### src/rtl/lsm_pkg.sv
// Package with the shared types, codes and constants of the link supervisor.
package lsm_pkg;

    localparam int TICK_COUNT_WIDTH = 32;
    localparam int TIMEOUT_WIDTH    = 16;
    localparam int CFG_INDEX_WIDTH  = 2;
    localparam int CFG_DATA_WIDTH   = 16;
    localparam int MODE_WIDTH       = 3;

    typedef enum logic [1:0] {
        LINK_NOT_CONNECTED = 2'd0,
        LINK_IDLE          = 2'd1,
        LINK_ACCEPTING     = 2'd2,
        LINK_IN_CONTROL    = 2'd3
    } t_link_status;

    typedef enum logic [1:0] {
        CTRL_NOT_RUNNING = 2'd0,
        CTRL_DRIVE       = 2'd1,
        CTRL_PARK        = 2'd2,
        CTRL_UNDEFINED   = 2'd3
    } t_ctrl_status;

    typedef enum logic [1:0] {
        CERR_NONE        = 2'd0,
        CERR_PARKED      = 2'd1,
        CERR_NOT_RUNNING = 2'd2
    } t_ctrl_error;

    typedef enum logic [1:0] {
        LERR_NONE          = 2'd0,
        LERR_NOT_CONNECTED = 2'd1,
        LERR_NO_DATA       = 2'd2
    } t_link_error;

    typedef enum logic [1:0] {
        REG_REQUIRE_CTRL = 2'd0,
        REG_CTRL_TIMEOUT = 2'd1,
        REG_LINK_TIMEOUT = 2'd2
    } t_reg_index;

    typedef enum logic [4:0] {
        MODE_STANDBY  = 5'b00001,
        MODE_LISTEN   = 5'b00010,
        MODE_COMMAND  = 5'b00100,
        MODE_CTRL_ERR = 5'b01000,
        MODE_LINK_ERR = 5'b10000
    } t_mode;

    localparam logic [MODE_WIDTH-1:0] CODE_STANDBY  = 3'd0;
    localparam logic [MODE_WIDTH-1:0] CODE_LISTEN   = 3'd1;
    localparam logic [MODE_WIDTH-1:0] CODE_COMMAND  = 3'd2;
    localparam logic [MODE_WIDTH-1:0] CODE_CTRL_ERR = 3'd3;
    localparam logic [MODE_WIDTH-1:0] CODE_LINK_ERR = 3'd4;

    typedef struct packed {
        t_mode       mode;
        t_ctrl_error cerr;
        t_link_error lerr;
    } t_state;

    typedef struct packed {
        logic require_ctrl;
        logic ctrl_timed_out;
        logic link_timed_out;
    } t_flags;

    function automatic logic [MODE_WIDTH-1:0] mode_code(input t_mode m);
        logic [MODE_WIDTH-1:0] c;
        case (m)
            MODE_STANDBY:  c = CODE_STANDBY;
            MODE_LISTEN:   c = CODE_LISTEN;
            MODE_COMMAND:  c = CODE_COMMAND;
            MODE_CTRL_ERR: c = CODE_CTRL_ERR;
            MODE_LINK_ERR: c = CODE_LINK_ERR;
            default:       c = CODE_STANDBY;
        endcase
        return c;
    endfunction

endpackage

### src/rtl/lsm_in_if.sv
// Interface of the tick input channel.
interface lsm_in_if;
    logic       valid;
    logic       ready;
    logic [1:0] link_status;
    logic [1:0] controller_status;
    logic       data_present;

    modport source (output valid, output link_status, output controller_status,
                    output data_present, input ready);
    modport sink (input valid, input link_status, input controller_status,
                  input data_present, output ready);
endinterface

### src/rtl/lsm_out_if.sv
// Interface of the result output channel.
interface lsm_out_if;
    logic                            valid;
    logic                            ready;
    logic [lsm_pkg::MODE_WIDTH-1:0]  mode_now;
    logic                            mode_changed;
    logic [1:0]                      controller_error;
    logic [1:0]                      link_error;

    modport source (output valid, output mode_now, output mode_changed,
                    output controller_error, output link_error, input ready);
    modport sink (input valid, input mode_now, input mode_changed,
                  input controller_error, input link_error, output ready);
endinterface

### src/rtl/lsm_cfg_if.sv
// Interface of the configuration write channel.
interface lsm_cfg_if;
    logic                                valid;
    logic                                ready;
    logic [lsm_pkg::CFG_INDEX_WIDTH-1:0] index;
    logic [lsm_pkg::CFG_DATA_WIDTH-1:0]  data;

    modport source (output valid, output index, output data, input ready);
    modport sink (input valid, input index, input data, output ready);
endinterface

### src/rtl/lsm_next.sv
// Next-state logic of the supervisor mode machine for one tick.
module lsm_next (
    input  lsm_pkg::t_state       i_cur,
    input  lsm_pkg::t_flags       i_flags,
    input  lsm_pkg::t_link_status i_link,
    input  lsm_pkg::t_ctrl_status i_ctrl,
    input  logic                  i_data,
    output lsm_pkg::t_state       o_next
);

    logic check_errors;
    logic ctrl_parked;
    logic ctrl_dead;
    logic link_dead;
    logic no_data;

    always_comb begin
        ctrl_parked = (i_ctrl == lsm_pkg::CTRL_PARK);
        ctrl_dead   = i_flags.require_ctrl && (i_ctrl == lsm_pkg::CTRL_NOT_RUNNING)
                      && ((i_cur.mode == lsm_pkg::MODE_COMMAND) || i_flags.ctrl_timed_out);
        link_dead   = (i_link == lsm_pkg::LINK_NOT_CONNECTED)
                      && ((i_cur.mode != lsm_pkg::MODE_STANDBY) || i_flags.link_timed_out);
        no_data     = !i_data && (i_cur.mode != lsm_pkg::MODE_STANDBY);
    end

    always_comb begin
        o_next       = i_cur;
        check_errors = 1'b0;
        case (i_cur.mode)
            lsm_pkg::MODE_STANDBY: begin
                if (i_data) begin
                    o_next.mode = lsm_pkg::MODE_LISTEN;
                end else begin
                    check_errors = 1'b1;
                end
            end
            lsm_pkg::MODE_LISTEN: begin
                if ((i_link == lsm_pkg::LINK_ACCEPTING) &&
                    ((i_ctrl == lsm_pkg::CTRL_DRIVE) || !i_flags.require_ctrl)) begin
                    o_next.mode = lsm_pkg::MODE_COMMAND;
                end else begin
                    check_errors = 1'b1;
                end
            end
            lsm_pkg::MODE_COMMAND: begin
                if ((i_link == lsm_pkg::LINK_IDLE) || (i_link == lsm_pkg::LINK_IN_CONTROL)) begin
                    o_next.mode = lsm_pkg::MODE_LISTEN;
                end else begin
                    check_errors = 1'b1;
                end
            end
            lsm_pkg::MODE_CTRL_ERR: begin
                if (i_ctrl == lsm_pkg::CTRL_DRIVE) begin
                    o_next.cerr = lsm_pkg::CERR_NONE;
                    o_next.mode = lsm_pkg::MODE_STANDBY;
                end
            end
            lsm_pkg::MODE_LINK_ERR: begin
                if (((i_cur.lerr == lsm_pkg::LERR_NOT_CONNECTED) &&
                     (i_link != lsm_pkg::LINK_NOT_CONNECTED)) ||
                    ((i_cur.lerr == lsm_pkg::LERR_NO_DATA) && i_data)) begin
                    o_next.lerr = lsm_pkg::LERR_NONE;
                    o_next.mode = lsm_pkg::MODE_STANDBY;
                end
            end
            default: begin
                o_next = i_cur;
            end
        endcase

        if (check_errors) begin
            if (ctrl_parked) begin
                o_next.cerr = lsm_pkg::CERR_PARKED;
                o_next.mode = lsm_pkg::MODE_CTRL_ERR;
            end else if (ctrl_dead) begin
                o_next.cerr = lsm_pkg::CERR_NOT_RUNNING;
                o_next.mode = lsm_pkg::MODE_CTRL_ERR;
            end else if (link_dead) begin
                o_next.lerr = lsm_pkg::LERR_NOT_CONNECTED;
                o_next.mode = lsm_pkg::MODE_LINK_ERR;
            end else if (no_data) begin
                o_next.lerr = lsm_pkg::LERR_NO_DATA;
                o_next.mode = lsm_pkg::MODE_LINK_ERR;
            end
        end
    end

endmodule

### src/rtl/link_supervisor_mode_fsm.sv
// Top level of the link supervisor: mode machine, tick counter and result register.
//
// Channel   Direction  Word
// i_in      sink       link_status, controller_status, data_present (one tick)
// o_out     source     mode_now, mode_changed, controller_error, link_error
// i_cfg     sink       index, data (register write; unknown indexes are dropped)
//
// Every tick word is evaluated in the cycle it is accepted; its result sits in the
// output register from the next cycle on. One word per cycle is accepted while i_in.ready is high.
// i_in.ready is low only while a result waits and o_out.ready is low.
// Reset clears the mode, both error codes and the tick counter, and loads the register defaults.
// i_cfg.ready is always high.
module link_supervisor_mode_fsm (
    input  logic             i_clk,
    input  logic             i_rst_n,
    lsm_in_if.sink           i_in,
    lsm_out_if.source        o_out,
    lsm_cfg_if.sink          i_cfg
);

    logic                                   r_require_ctrl;
    logic [lsm_pkg::TIMEOUT_WIDTH-1:0]      r_ctrl_timeout;
    logic [lsm_pkg::TIMEOUT_WIDTH-1:0]      r_link_timeout;
    lsm_pkg::t_state                        r_state;
    lsm_pkg::t_state                        n_state;
    logic [lsm_pkg::TICK_COUNT_WIDTH-1:0]   r_ticks;
    logic [lsm_pkg::TICK_COUNT_WIDTH-1:0]   n_ticks;
    lsm_pkg::t_flags                        flags;
    logic                                   in_accept;
    logic                                   r_out_valid;
    logic [lsm_pkg::MODE_WIDTH-1:0]         r_out_mode;
    logic                                   r_out_changed;
    logic [1:0]                             r_out_cerr;
    logic [1:0]                             r_out_lerr;

    assign i_cfg.ready = 1'b1;
    assign i_in.ready  = !r_out_valid || o_out.ready;
    assign in_accept   = i_in.valid && i_in.ready;

    always_comb begin
        flags.require_ctrl   = r_require_ctrl;
        flags.ctrl_timed_out = r_ticks >
            {{(lsm_pkg::TICK_COUNT_WIDTH - lsm_pkg::TIMEOUT_WIDTH){1'b0}}, r_ctrl_timeout};
        flags.link_timed_out = r_ticks >
            {{(lsm_pkg::TICK_COUNT_WIDTH - lsm_pkg::TIMEOUT_WIDTH){1'b0}}, r_link_timeout};
        n_ticks = (r_ticks == {lsm_pkg::TICK_COUNT_WIDTH{1'b1}}) ? r_ticks
                : r_ticks + {{(lsm_pkg::TICK_COUNT_WIDTH - 1){1'b0}}, 1'b1};
    end

    lsm_next u_next (
        .i_cur   (r_state),
        .i_flags (flags),
        .i_link  (lsm_pkg::t_link_status'(i_in.link_status)),
        .i_ctrl  (lsm_pkg::t_ctrl_status'(i_in.controller_status)),
        .i_data  (i_in.data_present),
        .o_next  (n_state)
    );

    always_ff @(posedge i_clk) begin
        if (!i_rst_n) begin
            r_require_ctrl <= 1'b1;
            r_ctrl_timeout <= lsm_pkg::TIMEOUT_WIDTH'(10);
            r_link_timeout <= lsm_pkg::TIMEOUT_WIDTH'(10);
        end else if (i_cfg.valid) begin
            case (lsm_pkg::t_reg_index'(i_cfg.index))
                lsm_pkg::REG_REQUIRE_CTRL: r_require_ctrl <= i_cfg.data[0];
                lsm_pkg::REG_CTRL_TIMEOUT: r_ctrl_timeout <= i_cfg.data;
                lsm_pkg::REG_LINK_TIMEOUT: r_link_timeout <= i_cfg.data;
                default: begin
                end
            endcase
        end
    end

    always_ff @(posedge i_clk) begin
        if (!i_rst_n) begin
            r_state.mode <= lsm_pkg::MODE_STANDBY;
            r_state.cerr <= lsm_pkg::CERR_NONE;
            r_state.lerr <= lsm_pkg::LERR_NONE;
            r_ticks      <= '0;
            r_out_valid  <= 1'b0;
        end else begin
            if (in_accept) begin
                r_state <= n_state;
                r_ticks <= n_ticks;
            end
            if (in_accept) begin
                r_out_valid <= 1'b1;
            end else if (o_out.ready) begin
                r_out_valid <= 1'b0;
            end
        end
    end

    always_ff @(posedge i_clk) begin
        if (in_accept) begin
            r_out_mode    <= lsm_pkg::mode_code(n_state.mode);
            r_out_changed <= (n_state.mode != r_state.mode);
            r_out_cerr    <= n_state.cerr;
            r_out_lerr    <= n_state.lerr;
        end
    end

    assign o_out.valid            = r_out_valid;
    assign o_out.mode_now         = r_out_mode;
    assign o_out.mode_changed     = r_out_changed;
    assign o_out.controller_error = r_out_cerr;
    assign o_out.link_error       = r_out_lerr;

    a_ctrl_err_has_code: assert property (@(posedge i_clk) disable iff (!i_rst_n)
        (r_state.mode == lsm_pkg::MODE_CTRL_ERR) |-> (r_state.cerr != lsm_pkg::CERR_NONE))
        else $error("Controller error mode is held without an error code.");

    a_link_err_has_code: assert property (@(posedge i_clk) disable iff (!i_rst_n)
        (r_state.mode == lsm_pkg::MODE_LINK_ERR) |-> (r_state.lerr != lsm_pkg::LERR_NONE))
        else $error("Link error mode is held without an error code.");

    a_ticks_monotonic: assert property (@(posedge i_clk) disable iff (!i_rst_n)
        $past(i_rst_n) |-> (r_ticks >= $past(r_ticks)))
        else $error("The tick counter went backward without a reset.");

    a_state_only_on_accept: assert property (@(posedge i_clk) disable iff (!i_rst_n)
        !in_accept |=> $stable(r_state) && $stable(r_ticks))
        else $error("The mode state moved without an accepted tick word.");

endmodule
### src/flat_wrapper.sv
// flat-port wrapper written by rule: the top's interface ports become plain ports
module link_supervisor_mode_fsm_flat 
  (i_clk, i_rst_n, i_in_valid, i_in_link_status, i_in_controller_status, i_in_data_present, i_in_ready, o_out_valid, o_out_mode_now, o_out_mode_changed, o_out_controller_error, o_out_link_error, o_out_ready, i_cfg_valid, i_cfg_index, i_cfg_data, i_cfg_ready);
  lsm_in_if i_in_i ();
  lsm_out_if o_out_i ();
  lsm_cfg_if i_cfg_i ();
  input  logic i_clk;
  input  logic i_rst_n;
  input wire logic [$bits(i_in_i.valid)-1:0] i_in_valid;
  input wire logic [$bits(i_in_i.link_status)-1:0] i_in_link_status;
  input wire logic [$bits(i_in_i.controller_status)-1:0] i_in_controller_status;
  input wire logic [$bits(i_in_i.data_present)-1:0] i_in_data_present;
  output wire logic [$bits(i_in_i.ready)-1:0] i_in_ready;
  output wire logic [$bits(o_out_i.valid)-1:0] o_out_valid;
  output wire logic [$bits(o_out_i.mode_now)-1:0] o_out_mode_now;
  output wire logic [$bits(o_out_i.mode_changed)-1:0] o_out_mode_changed;
  output wire logic [$bits(o_out_i.controller_error)-1:0] o_out_controller_error;
  output wire logic [$bits(o_out_i.link_error)-1:0] o_out_link_error;
  input wire logic [$bits(o_out_i.ready)-1:0] o_out_ready;
  input wire logic [$bits(i_cfg_i.valid)-1:0] i_cfg_valid;
  input wire logic [$bits(i_cfg_i.index)-1:0] i_cfg_index;
  input wire logic [$bits(i_cfg_i.data)-1:0] i_cfg_data;
  output wire logic [$bits(i_cfg_i.ready)-1:0] i_cfg_ready;
  assign i_in_i.valid = i_in_valid;
  assign i_in_i.link_status = i_in_link_status;
  assign i_in_i.controller_status = i_in_controller_status;
  assign i_in_i.data_present = i_in_data_present;
  assign i_in_ready = i_in_i.ready;
  assign o_out_valid = o_out_i.valid;
  assign o_out_mode_now = o_out_i.mode_now;
  assign o_out_mode_changed = o_out_i.mode_changed;
  assign o_out_controller_error = o_out_i.controller_error;
  assign o_out_link_error = o_out_i.link_error;
  assign o_out_i.ready = o_out_ready;
  assign i_cfg_i.valid = i_cfg_valid;
  assign i_cfg_i.index = i_cfg_index;
  assign i_cfg_i.data = i_cfg_data;
  assign i_cfg_ready = i_cfg_i.ready;
  link_supervisor_mode_fsm u_core (.i_clk(i_clk), .i_rst_n(i_rst_n), .i_in(i_in_i), .o_out(o_out_i), .i_cfg(i_cfg_i));
endmodule
### config.mk
export PLATFORM = sky130hd
export DESIGN_NAME = link_supervisor_mode_fsm_flat
export DESIGN_NICKNAME = d
export VERILOG_FILES = /design/src/rtl/lsm_pkg.sv /design/src/rtl/lsm_in_if.sv /design/src/rtl/lsm_out_if.sv /design/src/rtl/lsm_cfg_if.sv /design/src/rtl/lsm_next.sv /design/src/rtl/link_supervisor_mode_fsm.sv /design/src/flat_wrapper.sv
export SDC_FILE = /design/constraint.sdc
export NUM_CORES = 1
export LEC_CHECK = 0
export ABC_AREA = 1
export BUFFER_PORTS_ARGS = -buffer_cell sky130_fd_sc_hd__buf_2
export CORE_ASPECT_RATIO = 0.9
export CORE_UTILIZATION = 60
export CTS_CLUSTER_SIZE = 10
export DETAILED_ROUTE_END_ITERATION = 8
export GPL_ROUTABILITY_DRIVEN = 0
export PLACE_DENSITY = 0.8
export SLEW_MARGIN = 20
export SYNTH_ARGS = -nofsm -noshare
export SYNTH_HDL_FRONTEND = slang
export SYNTH_SLANG_ARGS = --single-unit
### constraint.sdc
create_clock -name i_clk -period 6.73 [get_ports i_clk]
set_clock_uncertainty 0.2 [all_clocks]
set_input_delay 0.673 -clock i_clk [delete_from_list [all_inputs] [get_ports i_clk]]
set_output_delay 0.673 -clock i_clk [all_outputs]
set_load 0.005 [all_outputs]
==> impl_metrics.ini <==
[timing]
max_freq_mhz = 377
relSlewSlack_pct = 43.9
finalSetupTns_ns = 0
fin_crit_ns = 2.65
report.final.slew_viol_count = 0
finalCritPeriodShare_pct = 39.4
hold_ws_ns = 0.266
worstMarginPinSlew_ns = 0.839
hold_viol_final = 0
rsz0062_at_grt = no
setup_viol = 0

[cells_and_area]
drive_gt1_share_pct = 12.1
insertedDiodeCount = 0
fin_area_um2 = 5320
area_growth_pct = 8.85
nets = 786

[clocking]
post_cts_buffers = 0
hold_buffers = 0
clockRootBuffer = clkbuf_8
clkSinkCount = 83
clk_pin_slew_ns = 0.08
clk_latency_ns = 0.36
cts_buffers = 9
cts.htree.levels = 3
cts_tree = done
clock_path_buffers = 2
cts.repair.resized = 0

[global_routing]
grt_remaining_overflow = 0
grt_util_all_layers_pct = 27.9
grt_max_degree = 55
grt_pass1_vias = 4382
antenna_found_initial = 0
grt_pass1_wl_um = 19400

[worst_setup_path]
start_kind = register
worstPathRequired_ns = 6.64
crit_path_max_fanout = 7
crit_type = register to register
cp_data_arrival_time_ns = 2.56
end_kind = register

[synthesis]
synth_edf_count = 8
synth_commonest_cells = nand2_1, inv_1, a21oi_1, dfxtp_1, nor2_1
yosysMostFrequentCell = nand2_1
netlist_top_cells_area = dfxtp_1, nand2_1, ha_1, a21oi_1, inv_1
ys_ff_latch = 83
ys_async_sr_fraction_pct = 0
synth_top_area_share_pct = 30.7
synth_warnings = 0
syn_inst = 693
yosysTopAreaCell = dfxtp_1
synth.distinct_cells = 40
ys_seq_area_share_pct = 35.6
synth_area_um2 = 4890
synth_nets = 754
synth-main-ff-cell = dfxtp_1
postSynthAreaPerCell_um2 = 7.06

[routing]
wl_per_cell_um = 13.8
first_pass_iters = 5
postRouteAntennaNets = 0
routed_via_density = 5.69
wirelength_um = 11400
drt_iter0_drc = 282
drc = 0
vias = 4701

[floorplanning]
die_h_um = 87.6
placementRows = 30
die_area_um2 = 8510
initial_core_util_pct = 63.2
die_x_um = 97.2
io_pins = 39
core_um2 = 7730

[place]
dpl_cell_area_um2 = 5130
io_buffers = 37
post-dp-hpwl_um = 8540

[worst_hold_path]
hp-class = register to register

[power]
ir_drop_mv = 0.137
p_leak_nw = 2.32
total_power_mw = 1.11
powerDensity_nw_per_um2 = 209

[run_status]
status = finished, final reports clean

[job]
maxCapViolCount = 0
[logic make-up after synthesis]
group / synth area share [%]
other cells: 0.0767
fa+ha+maj: 8.44
buf+inv: 9.67
xor+xnor: 1.97
flops: 35.6
simple gates: 27.5
compound gates: 16.7
[worst max-delay path, stage by stage (launching register included)]
cell     delay [ns]
dfxtp_1        0.48
ha_1           0.30
a21oi_1        0.15
o21ai_0        0.14
a21oi_1        0.15
nand2_1        0.06
nand2_1        0.10
nand2_1        0.13
a21oi_4        0.23
nand2_2        0.08
nand2_2        0.11
o21ai_1        0.12
nor3b_2        0.17
[metrics by stage]
stage          std cells  utilization (%)  worst slack, ns
3_3_place_gp         810             66.3             3.87
6_report             826             68.8             4.08
5_1_grt              826             68.8             3.89
3_5_place_dp         810             66.3             3.77
4_1_cts              826             68.8             4.10
2_1_floorplan        693                -             4.46
[final timing paths]
path / startpoint / end / slack, ns / cells after the start
worst min register to register: u_core.r_ctrl_timeout[11] / u_core.r_ctrl_timeout[11] / 0.27 / 2
worst min-delay path: u_core.r_ctrl_timeout[11] / u_core.r_ctrl_timeout[11] / 0.27 / 2
worst max-delay path: u_core.r_ticks[9] / u_core.o_out.mode_now[2] / 4.08 / 12
worst max register to register: u_core.r_ticks[9] / u_core.o_out.mode_now[2] / 4.08 / 12
[layout by cell type (no fill, tap or decap), drive strengths merged]
cell / n
clkbuf: 12
a21o: 2
nand4: 21
xor2: 8
clkinvlp: 1
inv: 108
dfxtp: 75
or2: 1
o211ai: 4
a21oi: 78
buf: 37
nor3b: 2
edfxtp: 8
nor4: 9
nand3: 31
o21ai: 61
o22ai: 2
nor3: 26
and3: 1
ha: 33
nand2: 133
conb: 1
a31oi: 4
xnor2: 3
bufinv: 1
clkinv: 1
o21bai: 1
nor2: 65
a211oi: 1
[layout make-up]
type	instances	area [µm²]
clock buffers	12	145
clock inverters	4	48.8
fillers	654	2410
inverters	107	407
multi-input cells	487	2680
flip-flops and latches	83	1740
well taps	96	120
repair buffers	37	185
[registers in the layout (all words and copies together), names as in the netlist]
register                       flops
u_core.r_require_ctrl              1
u_core.o_out.link_error            2
u_core.r_ctrl_timeout             16
u_core.r_ticks                    32
u_core.r_link_timeout             16
u_core.o_out.controller_error      2
u_core.o_out.mode_now              3
u_core.r_state                     9
u_core.o_out.mode_changed          1
u_core.o_out.valid                 1
[per-layer routing]
layer | global-route usage [%] | vias up | wire length (µm)
li1 | - | 2378 | -
met1 | 33.9 | 2140 | 5070
met2 | 49.8 | 162 | 5420
met3 | 6.23 | 21 | 692
met4 | 8.55 | 0 | 187
met5 | 0 | - | 0
[power breakdown]
group          switching [mW]  total, mW  internal, mW
Clock                   0.179      0.361         0.182
Combinational           0.139      0.211        0.0715
Sequential             0.0131      0.539         0.526
Note: power is estimated with default switching activity, not from simulation.
